`config.mk`:
```
export PLATFORM = sky130hd
export DESIGN_NAME = line_clip_region_codes
export DESIGN_NICKNAME = d
export VERILOG_FILES = /design/src/sv/lcrc_pkg.sv /design/src/sv/line_clip_region_codes.sv /design/src/sv/lcrc_div.sv /design/src/sv/lcrc_ctrl.sv /design/src/sv/lcrc_dp.sv
export VERILOG_INCLUDE_DIRS = /design/src /design/src/sv
export SDC_FILE = /design/constraint.sdc
export NUM_CORES = 1
export LEC_CHECK = 0
export BUFFER_PORTS_ARGS = -buffer_cell sky130_fd_sc_hd__buf_2
export CORE_MARGIN = 8
export CORE_UTILIZATION = 64
export CTS_CLUSTER_SIZE = 30
export DETAILED_ROUTE_END_ITERATION = 7
export GPL_TIMING_DRIVEN = 0
export HOLD_SLACK_MARGIN = 0.02
export PLACE_DENSITY = 0.91
export SYNTH_ARGS = -nofsm -noshare
export SYNTH_HDL_FRONTEND = slang
export SYNTH_SLANG_ARGS = --single-unit
```
`constraint.sdc`:
```
create_clock -name clk -period 7.2 [get_ports clk]
set_input_delay 0.72 -clock clk [delete_from_list [all_inputs] [get_ports clk]]
set_output_delay 0.72 -clock clk [all_outputs]
set_load 0.005 [all_outputs]
```
`src/sv/line_clip_region_codes_macros.svh`:
```
// assertion macros for the line clipping block
`ifndef LINE_CLIP_REGION_CODES_MACROS_SVH
`define LINE_CLIP_REGION_CODES_MACROS_SVH
`ifndef SYNTH
`define LCRC_ASSERT_NOW(label, clk, rst, ante, cons) \
  label: assert property (@(posedge clk) disable iff (rst) (ante) |-> (cons)) \
    else $error("line clip assertion failed");
`define LCRC_ASSERT_NEXT(label, clk, rst, ante, cons) \
  label: assert property (@(posedge clk) disable iff (rst) (ante) |=> (cons)) \
    else $error("line clip assertion failed");
`else
`define LCRC_ASSERT_NOW(label, clk, rst, ante, cons)
`define LCRC_ASSERT_NEXT(label, clk, rst, ante, cons)
`endif
`endif

```
`src/sv/lcrc_pkg.sv`:
```
// shared codes, constants and control types for the line clipping block
package lcrc_pkg;

  localparam logic [3:0] CODE_LEFT   = 4'd1;
  localparam logic [3:0] CODE_RIGHT  = 4'd2;
  localparam logic [3:0] CODE_BOTTOM = 4'd4;
  localparam logic [3:0] CODE_TOP    = 4'd8;

  localparam int MAX_PASSES = 4;
  localparam int PASS_W     = $clog2(MAX_PASSES + 1);

  localparam int CFG_INDEX_W = 2;
  localparam logic [CFG_INDEX_W-1:0] REG_LEFT   = CFG_INDEX_W'(0);
  localparam logic [CFG_INDEX_W-1:0] REG_BOTTOM = CFG_INDEX_W'(1);
  localparam logic [CFG_INDEX_W-1:0] REG_RIGHT  = CFG_INDEX_W'(2);
  localparam logic [CFG_INDEX_W-1:0] REG_TOP    = CFG_INDEX_W'(3);

  localparam int RESET_LEFT   = 100;
  localparam int RESET_BOTTOM = 200;
  localparam int RESET_RIGHT  = 500;
  localparam int RESET_TOP    = 500;

  typedef struct packed {
    logic load;
    logic setup;
    logic mul;
    logic div_start;
    logic write;
    logic emit;
    logic accept;
  } cmd_t;

  typedef struct packed {
    logic clear;
    logic overlap;
    logic div_done;
    logic out_free;
  } stat_t;

endpackage

```
`src/sv/line_clip_region_codes.sv`:
```
// top level of the region code line clipper
// Clips one segment per request against the window in four registers
// (left, bottom, right, top). A request makes P clip passes, zero to four.
// Each pass chooses the edge, does the multiply, starts the divider, waits on
// the shared serial divider (one quotient bit a cycle) and writes the moved
// endpoint. One segment is in work at a time. The result sits in an output
// register, so the next segment can be taken while it waits.
// Window writes are always ready and belong between requests.
`include "line_clip_region_codes_macros.svh"

module line_clip_region_codes #(
  parameter int COORD_BITS = 12
) (
  input  logic                                clk,
  input  logic                                rst,
  input  logic                                in_valid,
  output logic                                in_stall,
  input  logic signed [COORD_BITS-1:0]        start_x,
  input  logic signed [COORD_BITS-1:0]        start_y,
  input  logic signed [COORD_BITS-1:0]        end_x,
  input  logic signed [COORD_BITS-1:0]        end_y,
  output logic                                out_valid,
  input  logic                                out_stall,
  output logic                                accepted,
  output logic signed [COORD_BITS-1:0]        clipped_start_x,
  output logic signed [COORD_BITS-1:0]        clipped_start_y,
  output logic signed [COORD_BITS-1:0]        clipped_end_x,
  output logic signed [COORD_BITS-1:0]        clipped_end_y,
  input  logic                                cfg_valid,
  output logic                                cfg_ready,
  input  logic [lcrc_pkg::CFG_INDEX_W-1:0]    cfg_index,
  input  logic [COORD_BITS-1:0]               cfg_data
);

  lcrc_pkg::cmd_t  cmd;
  lcrc_pkg::stat_t stat;

  assign cfg_ready = 1'b1;

  lcrc_ctrl u_ctrl (
    .clk     (clk),
    .rst     (rst),
    .in_valid(in_valid),
    .in_stall(in_stall),
    .stat    (stat),
    .cmd     (cmd)
  );

  lcrc_dp #(
    .COORD_BITS(COORD_BITS)
  ) u_dp (
    .clk            (clk),
    .rst            (rst),
    .cmd            (cmd),
    .stat           (stat),
    .cfg_we         (cfg_valid && cfg_ready),
    .cfg_index      (cfg_index),
    .cfg_data       (cfg_data),
    .start_x        (start_x),
    .start_y        (start_y),
    .end_x          (end_x),
    .end_y          (end_y),
    .out_valid      (out_valid),
    .out_stall      (out_stall),
    .accepted       (accepted),
    .clipped_start_x(clipped_start_x),
    .clipped_start_y(clipped_start_y),
    .clipped_end_x  (clipped_end_x),
    .clipped_end_y  (clipped_end_y)
  );

  // a taken request keeps the input side closed while it is clipped
  `LCRC_ASSERT_NEXT(a_busy_after_take, clk, rst, in_valid && !in_stall, in_stall)
  // a clip pass only writes an endpoint right after the divider finishes
  `LCRC_ASSERT_NOW(a_write_after_div, clk, rst, cmd.write, $past(stat.div_done))
  // a finished request always shows up at the output
  `LCRC_ASSERT_NEXT(a_emit_shows, clk, rst, cmd.emit, out_valid && (accepted == $past(cmd.accept)))

endmodule

```
`src/sv/lcrc_div.sv`:
```
// serial restoring divider on magnitudes, one quotient bit per cycle
module lcrc_div #(
  parameter int NUM_W = 24,
  parameter int DEN_W = 12
) (
  input  logic             clk,
  input  logic             rst,
  input  logic             start,
  input  logic [NUM_W-1:0] num,
  input  logic [DEN_W-1:0] den,
  output logic             done,
  output logic [NUM_W-1:0] quo
);

  localparam int CNT_W = $clog2(NUM_W + 1);

  logic             busy;
  logic [CNT_W-1:0] count;
  logic [DEN_W-1:0] rem;
  logic [DEN_W:0]   trial;
  logic             fits;

  assign trial = {rem, quo[NUM_W-1]};
  assign fits  = trial >= {1'b0, den};

  always_ff @(posedge clk) begin
    if (rst) begin
      busy  <= 1'b0;
      count <= '0;
      done  <= 1'b0;
    end else begin
      done <= 1'b0;
      if (start) begin
        busy  <= 1'b1;
        count <= CNT_W'(NUM_W);
      end else if (busy) begin
        count <= count - CNT_W'(1);
        if (count == CNT_W'(1)) begin
          busy <= 1'b0;
          done <= 1'b1;
        end
      end
    end
  end

  // dividend bits shift out of quo as quotient bits shift in
  always_ff @(posedge clk) begin
    if (start) begin
      rem <= '0;
      quo <= num;
    end else if (busy) begin
      if (fits) begin
        rem <= DEN_W'(trial - {1'b0, den});
      end else begin
        rem <= trial[DEN_W-1:0];
      end
      quo <= {quo[NUM_W-2:0], fits};
    end
  end

endmodule

```
`src/sv/lcrc_ctrl.sv`:
```
// pass sequencer for the line clipping block
module lcrc_ctrl (
  input  logic            clk,
  input  logic            rst,
  input  logic            in_valid,
  output logic            in_stall,
  input  lcrc_pkg::stat_t stat,
  output lcrc_pkg::cmd_t  cmd
);

  typedef enum logic [2:0] {
    S_IDLE,
    S_CHECK,
    S_MUL,
    S_DIV_START,
    S_DIV_WAIT,
    S_WRITE,
    S_FINISH
  } state_t;

  state_t                      state;
  logic [lcrc_pkg::PASS_W-1:0] pass_cnt;
  logic                        accept_flag;
  logic                        at_limit;
  logic                        go_on;

  assign at_limit = pass_cnt == lcrc_pkg::PASS_W'(lcrc_pkg::MAX_PASSES);
  assign go_on    = !stat.clear && !stat.overlap && !at_limit;
  assign in_stall = state != S_IDLE;

  always_comb begin
    cmd           = '0;
    cmd.load      = (state == S_IDLE) && in_valid;
    cmd.setup     = (state == S_CHECK) && go_on;
    cmd.mul       = state == S_MUL;
    cmd.div_start = state == S_DIV_START;
    cmd.write     = state == S_WRITE;
    cmd.emit      = (state == S_FINISH) && stat.out_free;
    cmd.accept    = accept_flag;
  end

  always_ff @(posedge clk) begin
    if (rst) begin
      state       <= S_IDLE;
      pass_cnt    <= '0;
      accept_flag <= 1'b0;
    end else begin
      unique case (state)
        S_IDLE: begin
          if (in_valid) begin
            pass_cnt <= '0;
            state    <= S_CHECK;
          end
        end
        S_CHECK: begin
          if (stat.clear) begin
            accept_flag <= 1'b1;
            state       <= S_FINISH;
          end else if (stat.overlap || at_limit) begin
            accept_flag <= 1'b0;
            state       <= S_FINISH;
          end else begin
            pass_cnt <= pass_cnt + lcrc_pkg::PASS_W'(1);
            state    <= S_MUL;
          end
        end
        S_MUL:       state <= S_DIV_START;
        S_DIV_START: state <= S_DIV_WAIT;
        S_DIV_WAIT: begin
          if (stat.div_done) begin
            state <= S_WRITE;
          end
        end
        S_WRITE:     state <= S_CHECK;
        S_FINISH: begin
          if (stat.out_free) begin
            state <= S_IDLE;
          end
        end
        default:     state <= S_IDLE;
      endcase
    end
  end

endmodule

```
`src/sv/lcrc_dp.sv`:
```
// endpoint registers, window registers, intersection arithmetic and result register
module lcrc_dp #(
  parameter int COORD_BITS = 12
) (
  input  logic                                clk,
  input  logic                                rst,
  input  lcrc_pkg::cmd_t                      cmd,
  output lcrc_pkg::stat_t                     stat,
  input  logic                                cfg_we,
  input  logic [lcrc_pkg::CFG_INDEX_W-1:0]    cfg_index,
  input  logic [COORD_BITS-1:0]               cfg_data,
  input  logic signed [COORD_BITS-1:0]        start_x,
  input  logic signed [COORD_BITS-1:0]        start_y,
  input  logic signed [COORD_BITS-1:0]        end_x,
  input  logic signed [COORD_BITS-1:0]        end_y,
  output logic                                out_valid,
  input  logic                                out_stall,
  output logic                                accepted,
  output logic signed [COORD_BITS-1:0]        clipped_start_x,
  output logic signed [COORD_BITS-1:0]        clipped_start_y,
  output logic signed [COORD_BITS-1:0]        clipped_end_x,
  output logic signed [COORD_BITS-1:0]        clipped_end_y
);

  localparam int C      = COORD_BITS;
  localparam int DIFF_W = C + 1;
  localparam int PROD_W = 2 * C + 2;
  localparam int MAG_W  = 2 * C;
  localparam int QUO_W  = 2 * C + 1;
  localparam int SUM_W  = 2 * C + 2;

  logic signed [C-1:0] clip_left, clip_bottom, clip_right, clip_top;
  logic signed [C-1:0] x1, y1, x2, y2;
  logic signed [C-1:0] base, bound_val;
  logic signed [DIFF_W-1:0] mul_a, mul_b, divisor;
  logic signed [PROD_W-1:0] prod;
  logic edge_is_y, tgt_first, q_neg, div_zero;

  logic [3:0] c1, c2, co;
  logic signed [C-1:0] base_next, bound_next;
  logic signed [DIFF_W-1:0] a_next, b_next, e_next;
  logic edge_is_y_next;
  logic [PROD_W-1:0] prod_mag;
  logic [DIFF_W-1:0] den_mag;
  logic [MAG_W-1:0] quo;
  logic div_done;
  logic signed [QUO_W-1:0] q_val;
  logic signed [SUM_W-1:0] sum;
  logic signed [C-1:0] sat_val, nx, ny;
  logic in_range;

  function automatic logic signed [DIFF_W-1:0] wide(input logic signed [C-1:0] v);
    return {v[C-1], v};
  endfunction

  function automatic logic [3:0] outcode(
    input logic signed [C-1:0] x,
    input logic signed [C-1:0] y,
    input logic signed [C-1:0] xl,
    input logic signed [C-1:0] yb,
    input logic signed [C-1:0] xr,
    input logic signed [C-1:0] yt
  );
    logic [3:0] c;
    c = '0;
    if (x < xl) begin
      c = c | lcrc_pkg::CODE_LEFT;
    end else if (x > xr) begin
      c = c | lcrc_pkg::CODE_RIGHT;
    end
    if (y < yb) begin
      c = c | lcrc_pkg::CODE_BOTTOM;
    end else if (y > yt) begin
      c = c | lcrc_pkg::CODE_TOP;
    end
    return c;
  endfunction

  assign c1 = outcode(x1, y1, clip_left, clip_bottom, clip_right, clip_top);
  assign c2 = outcode(x2, y2, clip_left, clip_bottom, clip_right, clip_top);
  assign co = (c1 != 4'd0) ? c1 : c2;

  // edge chosen in the order top, bottom, right, left
  always_comb begin
    base_next      = x1;
    a_next         = wide(x2) - wide(x1);
    b_next         = wide(clip_top) - wide(y1);
    e_next         = wide(y2) - wide(y1);
    bound_next     = clip_top;
    edge_is_y_next = 1'b1;
    if ((co & lcrc_pkg::CODE_TOP) != 4'd0) begin
      b_next     = wide(clip_top) - wide(y1);
      bound_next = clip_top;
    end else if ((co & lcrc_pkg::CODE_BOTTOM) != 4'd0) begin
      b_next     = wide(clip_bottom) - wide(y1);
      bound_next = clip_bottom;
    end else begin
      base_next      = y1;
      a_next         = wide(y2) - wide(y1);
      e_next         = wide(x2) - wide(x1);
      edge_is_y_next = 1'b0;
      if ((co & lcrc_pkg::CODE_RIGHT) != 4'd0) begin
        b_next     = wide(clip_right) - wide(x1);
        bound_next = clip_right;
      end else begin
        b_next     = wide(clip_left) - wide(x1);
        bound_next = clip_left;
      end
    end
  end

  assign prod_mag = prod[PROD_W-1] ? PROD_W'(-prod) : PROD_W'(prod);
  assign den_mag  = divisor[DIFF_W-1] ? DIFF_W'(-divisor) : DIFF_W'(divisor);

  lcrc_div #(
    .NUM_W(MAG_W),
    .DEN_W(C)
  ) u_div (
    .clk  (clk),
    .rst  (rst),
    .start(cmd.div_start),
    .num  (prod_mag[MAG_W-1:0]),
    .den  (den_mag[C-1:0]),
    .done (div_done),
    .quo  (quo)
  );

  // signed quotient, truncated toward zero, then saturated sum
  always_comb begin
    if (div_zero) begin
      q_val = '0;
    end else if (q_neg) begin
      q_val = -$signed({1'b0, quo});
    end else begin
      q_val = $signed({1'b0, quo});
    end
    sum      = SUM_W'(base) + SUM_W'(q_val);
    in_range = (&sum[SUM_W-1:C-1]) || !(|sum[SUM_W-1:C-1]);
    if (in_range) begin
      sat_val = sum[C-1:0];
    end else if (sum[SUM_W-1]) begin
      sat_val = {1'b1, {(C-1){1'b0}}};
    end else begin
      sat_val = {1'b0, {(C-1){1'b1}}};
    end
    nx = edge_is_y ? sat_val : bound_val;
    ny = edge_is_y ? bound_val : sat_val;
  end

  always_ff @(posedge clk) begin
    if (rst) begin
      clip_left   <= C'(lcrc_pkg::RESET_LEFT);
      clip_bottom <= C'(lcrc_pkg::RESET_BOTTOM);
      clip_right  <= C'(lcrc_pkg::RESET_RIGHT);
      clip_top    <= C'(lcrc_pkg::RESET_TOP);
    end else if (cfg_we) begin
      unique case (cfg_index)
        lcrc_pkg::REG_LEFT:   clip_left   <= cfg_data;
        lcrc_pkg::REG_BOTTOM: clip_bottom <= cfg_data;
        lcrc_pkg::REG_RIGHT:  clip_right  <= cfg_data;
        lcrc_pkg::REG_TOP:    clip_top    <= cfg_data;
        default: ;
      endcase
    end
  end

  always_ff @(posedge clk) begin
    if (cmd.load) begin
      x1 <= start_x;
      y1 <= start_y;
      x2 <= end_x;
      y2 <= end_y;
    end else if (cmd.write) begin
      if (tgt_first) begin
        x1 <= nx;
        y1 <= ny;
      end else begin
        x2 <= nx;
        y2 <= ny;
      end
    end
    if (cmd.setup) begin
      base      <= base_next;
      bound_val <= bound_next;
      mul_a     <= a_next;
      mul_b     <= b_next;
      divisor   <= e_next;
      edge_is_y <= edge_is_y_next;
      tgt_first <= c1 != 4'd0;
    end
    if (cmd.mul) begin
      prod <= PROD_W'(mul_a) * PROD_W'(mul_b);
    end
    if (cmd.div_start) begin
      q_neg    <= prod[PROD_W-1] ^ divisor[DIFF_W-1];
      div_zero <= divisor == '0;
    end
    if (cmd.emit) begin
      accepted        <= cmd.accept;
      clipped_start_x <= x1;
      clipped_start_y <= y1;
      clipped_end_x   <= x2;
      clipped_end_y   <= y2;
    end
  end

  always_ff @(posedge clk) begin
    if (rst) begin
      out_valid <= 1'b0;
    end else if (cmd.emit) begin
      out_valid <= 1'b1;
    end else if (!out_stall) begin
      out_valid <= 1'b0;
    end
  end

  assign stat.clear    = (c1 == 4'd0) && (c2 == 4'd0);
  assign stat.overlap  = (c1 & c2) != 4'd0;
  assign stat.div_done = div_done;
  assign stat.out_free = !out_valid || !out_stall;

endmodule
```
Word-level counts from Yosys, hierarchy flattened
Cells that the tools add are included.
{"block": "classes", "add_sub_neg": 13, "n_mul": 1, "order_cmp": 9, "eq_ne": 18, "muxes": 65, "bitwise": 3, "reduce_logical": 41}
{"cell": "2-to-1 mux 12 bit", "count": 23}
{"cell": "2-to-1 mux 13 bit", "count": 7}
{"cell": "subtractor 12 x 12 -> 13 bit", "count": 6}
{"cell": "2-to-1 mux 24 bit", "count": 3}
{"cell": "2-to-1 mux 25 bit", "count": 2}
{"cell": "greater-than comparator 12 bit", "count": 4}
{"cell": "< comparator 12 bit", "count": 4}
{"cell": "adder 12 x 25 -> 26 bit", "count": 1}
{"cell": "multiplier 13 x 13 -> 26 bit", "count": 1}
{"cell": "negation 24 -> 25 bit", "count": 1}
{"cell": "2-to-1 mux 3 bit", "count": 8}
{"cell": "2-to-1 mux 4 bit", "count": 6}
{"cell": "negation 24 bit", "count": 1}
{"cell": "one-hot mux 3 bit (7 select lines)", "count": 1}
{"cell": "AND reduction 15 bit", "count": 1}
{"cell": "OR reduction 15 bit", "count": 1}
{"cell": "AND reduction 2 bit", "count": 7}
{"cell": "greater-or-equal comparator 13 x 12 -> 1 bit", "count": 1}
{"cell": "zero test 13 bit", "count": 1}
{"cell": "equality test 3 bit, second input constant", "count": 4}
{"cell": "negation 12 bit", "count": 1}
{"cell": "subtractor 12 bit", "count": 1}
{"cell": "2-to-1 mux 5 bit", "count": 2}
{"cell": "nonzero test 2 bit", "count": 5}
{"cell": "27 further kinds", "count": 58}
{"block": "word_totals", "reg_bits": 289, "input_bits": 67, "out_inout_bits": 52, "word_cells": 183}

Longest topological paths before layout
Gate-level depths: netlist of the first run.
{"block": "depth", "ltp_word": 12, "mapped_depth": 26, "mapped_depth_nobuf": 25}

Cells and area by module
From an unflattened synthesis of the first run, not the netlist that was laid out.
{"block": "hier_totals", "hier_cells": 2805, "area_unflattened_um2": 25764.7}
{"mod": "lcrc_dp", "n_inst": 1, "cells_each": 2497, "area_per_inst_um2": 22683.0, "seq_area_each_um2": 6656.4}
{"mod": "lcrc_div", "n_inst": 1, "cells_each": 245, "area_per_inst_um2": 2580.0, "seq_area_each_um2": 1101.1}
{"mod": "lcrc_ctrl", "n_inst": 1, "cells_each": 61, "area_per_inst_um2": 490.5, "seq_area_each_um2": 140.1}
{"mod": "line_clip_region_codes", "n_inst": 1, "cells_each": 2, "area_per_inst_um2": 11.3, "seq_area_each_um2": 0.0}

Worst setup path after synthesis of the first run
Ideal clock, no wire load.
{"block": "synth_timing", "kind": "register to register", "start": "register u_dp.mul_a[10]", "end": "register u_dp.prod[25], data pin", "setup_ps": 260, "arrival_time_ps": 6056, "required_time_ps": 6940, "setup_slack_ps": 884, "stages_incl_launch_ff": 21, "n_path_buf": 1, "period_less_slack_ps": 6316, "cell_sequence": "edfxtp_1 -> clkbuf_1 -> and2_1 -> fa_1 -> inv_1 -> fa_1 -> inv_1 -> fa_1 -> fa_1 -> fa_1 -> fa_1 -> ha_1 -> or3_1 -> a311oi_1 -> o31ai_1 -> o41ai_1 -> o21ai_0 -> or4_1 -> a31o_2 -> a21oi_1 -> xnor2_1"}
{"block": "synth_between", "elab_chain_cells": 1}
{"item": "start, declared", "line": "lcrc_dp.sv:35", "source": "logic signed [DIFF_W-1:0] mul_a, mul_b, divisor;"}
{"item": "start signal, assigned", "line": "lcrc_dp.sv:185", "source": "mul_a <= a_next;"}
{"item": "multiplier 13 x 13 -> 26 bit", "line": "lcrc_dp.sv:192", "source": "prod <= PROD_W'(mul_a) * PROD_W'(mul_b);"}
{"item": "end signal, assigned", "line": "lcrc_dp.sv:192"}
{"item": "end, declared", "line": "lcrc_dp.sv:36", "source": "logic signed [PROD_W-1:0] prod;"}
Every way passes these cells.
A chain may end at the register's enable or synchronous reset.

Worst setup path in the final report of the first run
{"block": "layout_timing", "start": "register u_dp.mul_a[5]", "end": "register u_dp.prod[25], data pin"}
The elaborated chain is that of the path after synthesis.

==> results of run 1 <==
[critical path, delay by kind of cell, from the launching register on]
kind	cells	cell delay (ps)
AOI/OAI and AO/OA	6	1360
xor gates and xnor gates	1	150
DFF	1	430
buffers and inverters	4	530
and+or+nand+nor	3	1060
adders and majority gates	7	3210
[worst paths after layout]
check / start / endpoint / slack, ps
min reg2reg: u_dp.x1[3] / u_dp.clipped_start_x[3] / 460
max reg2reg: u_dp.mul_a[5] / u_dp.prod[25] / 150
max: u_dp.mul_a[5] / u_dp.prod[25] / 150
min: end_x[11] / u_dp.x2[11] / 420
[state kept, by name, indices dropped and copies added (netlist names), 12 cells and up]
register              count
u_dp.prod                25
u_dp.u_div.quo           24
u_dp.divisor             13
u_dp.mul_a               13
u_dp.mul_b               13
u_dp.base                12
u_dp.bound_val           12
u_dp.clip_bottom         12
u_dp.clip_left           12
u_dp.clip_right          12
u_dp.clip_top            12
u_dp.clipped_end_x       12
u_dp.clipped_end_y       12
u_dp.clipped_start_x     12
u_dp.clipped_start_y     12
u_dp.u_div.rem           12
u_dp.x1                  12
u_dp.x2                  12
u_dp.y1                  12
u_dp.y2                  12
[cell type report]
cell class,instances,area [um^2]
Antenna cell,1,2.50
Inverter,316,1190
Sequential cell,288,7900
Clock inverter,17,170
Tap cell,525,657
Fill cell,2834,11400
Buffer,100,616
Timing Repair Buffer,139,793
Multi-Input combinational cell,2040,16100
Clock buffer,39,868
[metal layers]
layer,share of wire,wire (um),up-vias,global-route usage
li1,-,-,9815,-
met1,0.37,29600,10600,0.416
met2,0.47,37300,1356,0.548
met3,0.11,8470,324,0.0653
met4,0.060,4820,0,0.163
met5,0,0,-,0
[per-stage QoR]
stage	cells	TNS (ps)	util	setup slack, ps	instance area [um^2]
after floorplan	2749	0	-	884	25600
after global placement	3390	-422	0.678	-422	26900
after detailed placement	3394	-840	0.680	-634	27000
after CTS	3446	0	0.707	1.27	28000
after global routing	3464	0	0.713	0.314	28200
final	3465	0	0.713	153	28200
[layout by cell type, fill, tap and decap left out, types with 41 or more instances in the layout]
| master | count |
|---|---|
| o21ai_1 | 43 |
| nor2_1 | 171 |
| xor2_1 | 72 |
| ha_1 | 228 |
| edfxtp_1 | 213 |
| inv_1 | 315 |
| and2_1 | 77 |
| xnor2_1 | 71 |
| buf_2 | 123 |
| nand2_1 | 346 |
| nor2b_1 | 41 |
| a21oi_1 | 122 |
| dfxtp_1 | 75 |
| o21ai_0 | 141 |
| fa_1 | 169 |
| clkbuf_1 | 57 |
[repair_timing]
| item | CTS | global route |
|---|---|---|
| gates resized for setup | 16 | 48 |
| endpoints found under the setup margin | 2 | 4 |
| hold buffers | 0 | 0 |
| pin swaps | 1 | 5 |
| setup buffers | 1 | 18 |
[kinds of logic (layout without fill, tap and decap cells)]
| logic type | Yosys count | in the layout |
|---|---|---|
| and+or+nand+nor | 884 | 884 |
| muxes | 40 | 40 |
| DFF | 288 | 288 |
| AOI/OAI and AO/OA | 572 | 572 |
| buffers and inverters | 421 | 611 |
| adders and majority gates | 399 | 399 |
| xor gates and xnor gates | 144 | 144 |
| other | 1 | 2 |
==> metrics, run 1 <==
Post-synth top flop edfxtp_1; GR Overflow Total 0; Pre-Repair DR Iteration Count 8; layout cells sized above 1 0.109; Cell Area, Synth 25,600 um^2; Num CTS Buffers 30; Hold WS 420 ps; global-route wire length before repair 123 mm; nets@finish 3,381; Critical-path top delay cell fa_1; pin count of the biggest net entering global routing 70; Clock Pin Slew Worst Setup and Hold Paths 70 ps; hold path depth 2; arrival time worst endpoint 7330 ps; xor and xnor fraction of the mapped netlist area 0.0492; crit path time final 7050 ps; largest cells by area after synthesis edfxtp_1 (25%), fa_1 (13%), ha_1 (11%); Clock Skew 20.6 ps; simple-gate portion of the synthesized area 0.169; asr flop ratio synth 0; initial antenna violation count 0; post-route ant nets 0; Slew Limit Fails 0; Via density 6.37; CP Launch Type flip-flop; CP max stage delay 560 ps; register area share after synthesis 0.308; die height 216 um; std cell rows 73; drt drc 0; endpoint class of the critical path flip-flop; Post-synth EDFFs 213; clk_lat worst skew 580 ps; Fin. Hold Viols 0; vias in the first global route 22,200; Root Driver clkbuf_16; compound-cell area share of the yosys netlist 0.143; Routability Congestion 0.964; count leader, synth nand2_1; Initial Util 0.646; DIE WIDTH 216 um; synthesized area per cell 9.32 um^2; synth cell count leaders nand2_1 (346), inv_1 (315), ha_1 (229); final wirelength 80.2 mm; CP Class flip-flop to flip-flop; CTS Buffer Depth 3; initial drt markers 2,632; port bufs 116; # setup viols final 0; Critical Path RT 7490 ps; Adder-Cell Fraction of Synth Area 0.245; Max Cap Viol 0; RSZ-0062 raised after global routing no; Hold Crit Class input pin to flip-flop; H-tree depth 1; CP max FO 10; Reg2Reg Depth 21; routed length per instance 23.1 um; Syn. warnings 0; CTS tree done; Yosys top cell by area edfxtp_1; final period utilization 0.979; largest family of logic cells by synthesized area adder cells; fmax 142 MHz; syn_nets 3,215; Via Count 22,100; Netlist cell types 98; clock sinks 288; full die area 46,700 um^2; Seq cells post-synth 288; layout overhead on the synthesized area 10.2%; top cell type's share of synthesized area 0.250; CP most frequent cell fa_1; io pins 119; Synth Instances 2,749; Core Box Area 39,600 um^2; critical-path cell list buf_4, and2_1, fa_1, inv_1, fa_1, inv_1, fa_1, fa_1, fa_1, fa_1, ha_2, or3_4, a311oi_4, o31ai_4, o41ai_2, buf_4, o21ai_0, or4_4, a31o_2, a21oi_4, xnor2_2; worst slew pin tran 1090 ps; Slew headroom 0.274; total track usage 0.332; Detail Placement HPWL 63.2 mm; run status finished, final reports clean; multiplexer share of the synthesized area 0.0163
Power of run 1 is not shown: default switching activity piles up to over one toggle a cycle in this logic, so the estimate is an artifact.
==> run 2: changes to the inputs <==
- CORE_UTILIZATION: 64 -> 65
- CTS_BUF_LIST: unset -> sky130_fd_sc_hd__clkbuf_2 sky130_fd_sc_hd__clkbuf_4 sky130_fd_sc_hd__clkbuf_8
- PLACE_DENSITY: 0.91 -> 0.92
==> metrics, run 2 (same netlist as run 1, synthesis figures left out) <==
reg2reg start u_dp.mul_a[9]; std cell rows 72 (-1.4%); most frequent cells in the layout nand2_1 (346), inv_1 (315), ha_1 (229); Slew Limit Fails 0 (unchanged); Max Cap Viol 0 (unchanged); layout cells sized above 1 0.110 (+0.000874); initial antenna violation count 2 (+2); hold bufs inserted after CTS 0 (unchanged); full die area 46,000 um^2 (-1.4%); Pre-Repair DR Iteration Count 6 (-2); Initial Util 0.660 (+0.0135); Clock Pin Slew Worst Setup and Hold Paths 80 ps (about the same); Reg2Reg Depth 22 (+4.8%); CP max FO 10 (unchanged); Via Count 22,100 (+0.17%); H-tree depth 2 (+1); max reg flops 25 (unchanged); Clock Skew 42.1 ps (+21.5 ps); DIE WIDTH 215 um (-0.71%); Root Driver clkbuf_8; Detail Placement HPWL 62.5 mm (-1.2%); Design Area, Final 28,000 um^2 (-1.0%); Fin. Hold Viols 0 (unchanged); global-route wire length before repair 122 mm (-0.51%); CTS Buffer Depth 3 (unchanged); vias in the first global route 22,100 (-0.48%); worst setup path endpoint u_dp.prod[25]; pin count of the biggest net entering global routing 70 (unchanged); CP Class flip-flop to flip-flop; Num CTS Buffers 48 (+60%); final wirelength 78.7 mm (-1.8%); Worst R2R End u_dp.prod[25]; port bufs 116 (unchanged); initial drt markers 2,646 (+0.53%); io pins 119 (unchanged); crit path time final 7090 ps (+46.7 ps); worst slew pin tran 1010 ps (-77.5 ps); final period utilization 0.985 (+0.00648); GR Overflow Total 0 (unchanged); Placed Area 26,900 um^2 (about the same); leading cell type in the layout, fill and taps excluded nand2_1; R2R setup slack 110 ps (-50 ps); CP startpoint u_dp.mul_a[9]; Critical Path RT 7590 ps (+100 ps); fmax 141 MHz (-0.66%); endpoint class of the critical path flip-flop; Largest Register u_dp.prod; Hold Crit Class input pin to flip-flop; nets@finish 3,379 (-0.059%); arrival time worst endpoint 7480 ps (+150 ps); run status finished, final reports clean; # setup viols final 0 (unchanged); CTS tree done; largest registers u_dp.prod (25), u_dp.u_div.quo (24); clk_lat worst skew 660 ps (+80 ps); Slew headroom 0.327 (+0.0532); layout overhead on the synthesized area 9.10%; clock sinks 288 (unchanged); Core Box Area 38,800 um^2 (-2.1%); Via density 6.37 (about the same); routed length per instance 22.7 um (-2.0%); Routability Congestion 1.02 (+6.1%); ant diodes 0 (-1); CP Launch Type flip-flop; die height 215 um (-0.71%); total track usage 0.335 (+0.00233); post-route ant nets 0 (unchanged); drt drc 0 (unchanged)
==> run 2: metrics by stage <==
stage	setup TNS, ps	utilization	hold WS (ps)	setup WS [ps]	cells
finish	0	0.720	350	107	3470
global route	-40.3	0.720	345	-40.3	3470
CTS	-9.69	0.719	330	-9.69	3469
detailed placement	-380	0.694	435	-380	3387
global placement	-264	0.692	433	-264	3383
floorplan	0	-	402	884	2749
==> run 2: worst min-delay path by stage <==
stage | startpoint | to | cells past startpoint
4_1_cts | end_x[11] | u_dp.x2[11] | 2
3_5_place_dp | u_dp.x1[8] | u_dp.clipped_start_x[8] | 0
5_1_grt | end_x[11] | u_dp.x2[11] | 2
6_report | end_x[11] | u_dp.x2[11] | 2
3_3_place_gp | u_dp.x1[3] | u_dp.clipped_start_x[3] | 0
2_1_floorplan | u_ctrl.accept_flag | u_dp.accepted | 0
==> run 2: cell type report <==
cell class | instances | area (um^2)
inverter | 316 | 1190
fill | 2657 | 10900
timing repair buffer | 122 | 669
sequential | 288 | 7900
clock inverter | 23 | 166
clock buffer | 66 | 802
tap | 518 | 648
multi-input combinational | 2040 | 16000
buffer | 97 | 571
==> run 2: repair_timing <==
action	4_1_cts	5_1_grt
setup endpoints to repair	2	3
gates resized for setup	11	15
endpoints found under the hold margin	0	0
setup buffers	0	2
pin swaps	0	2
==> run 2: per-layer routing <==
| metal | GRT usage | vias up | part of all wire | routed length (um) |
|---|---|---|---|---|
| met5 | 0 | - | 0.00017 | 13 |
| met4 | 0.180 | 2 | 0.063 | 4920 |
| met3 | 0.0862 | 373 | 0.11 | 8920 |
| met2 | 0.547 | 1402 | 0.46 | 36300 |
| met1 | 0.403 | 10500 | 0.36 | 28600 |
| li1 | - | 9824 | - | - |
==> run 2: critical path, stage by stage (launching register included) <==
cell and delay (ps):
edfxtp_1 470, clkbuf_2 350, nand2_1 130, fa_1 490, fa_1 520, inv_1 60
fa_1 520, inv_1 70, fa_1 550, inv_1 60, fa_1 390, fa_1 450
ha_1 260, or3_1 390, a311oi_2 250, o31ai_1 190, o41ai_2 310, buf_4 180
o21ai_2 90, or4_1 440, a31o_2 260, a21oi_1 230, xnor2_2 160
Power of run 2 is left out for the same reason.
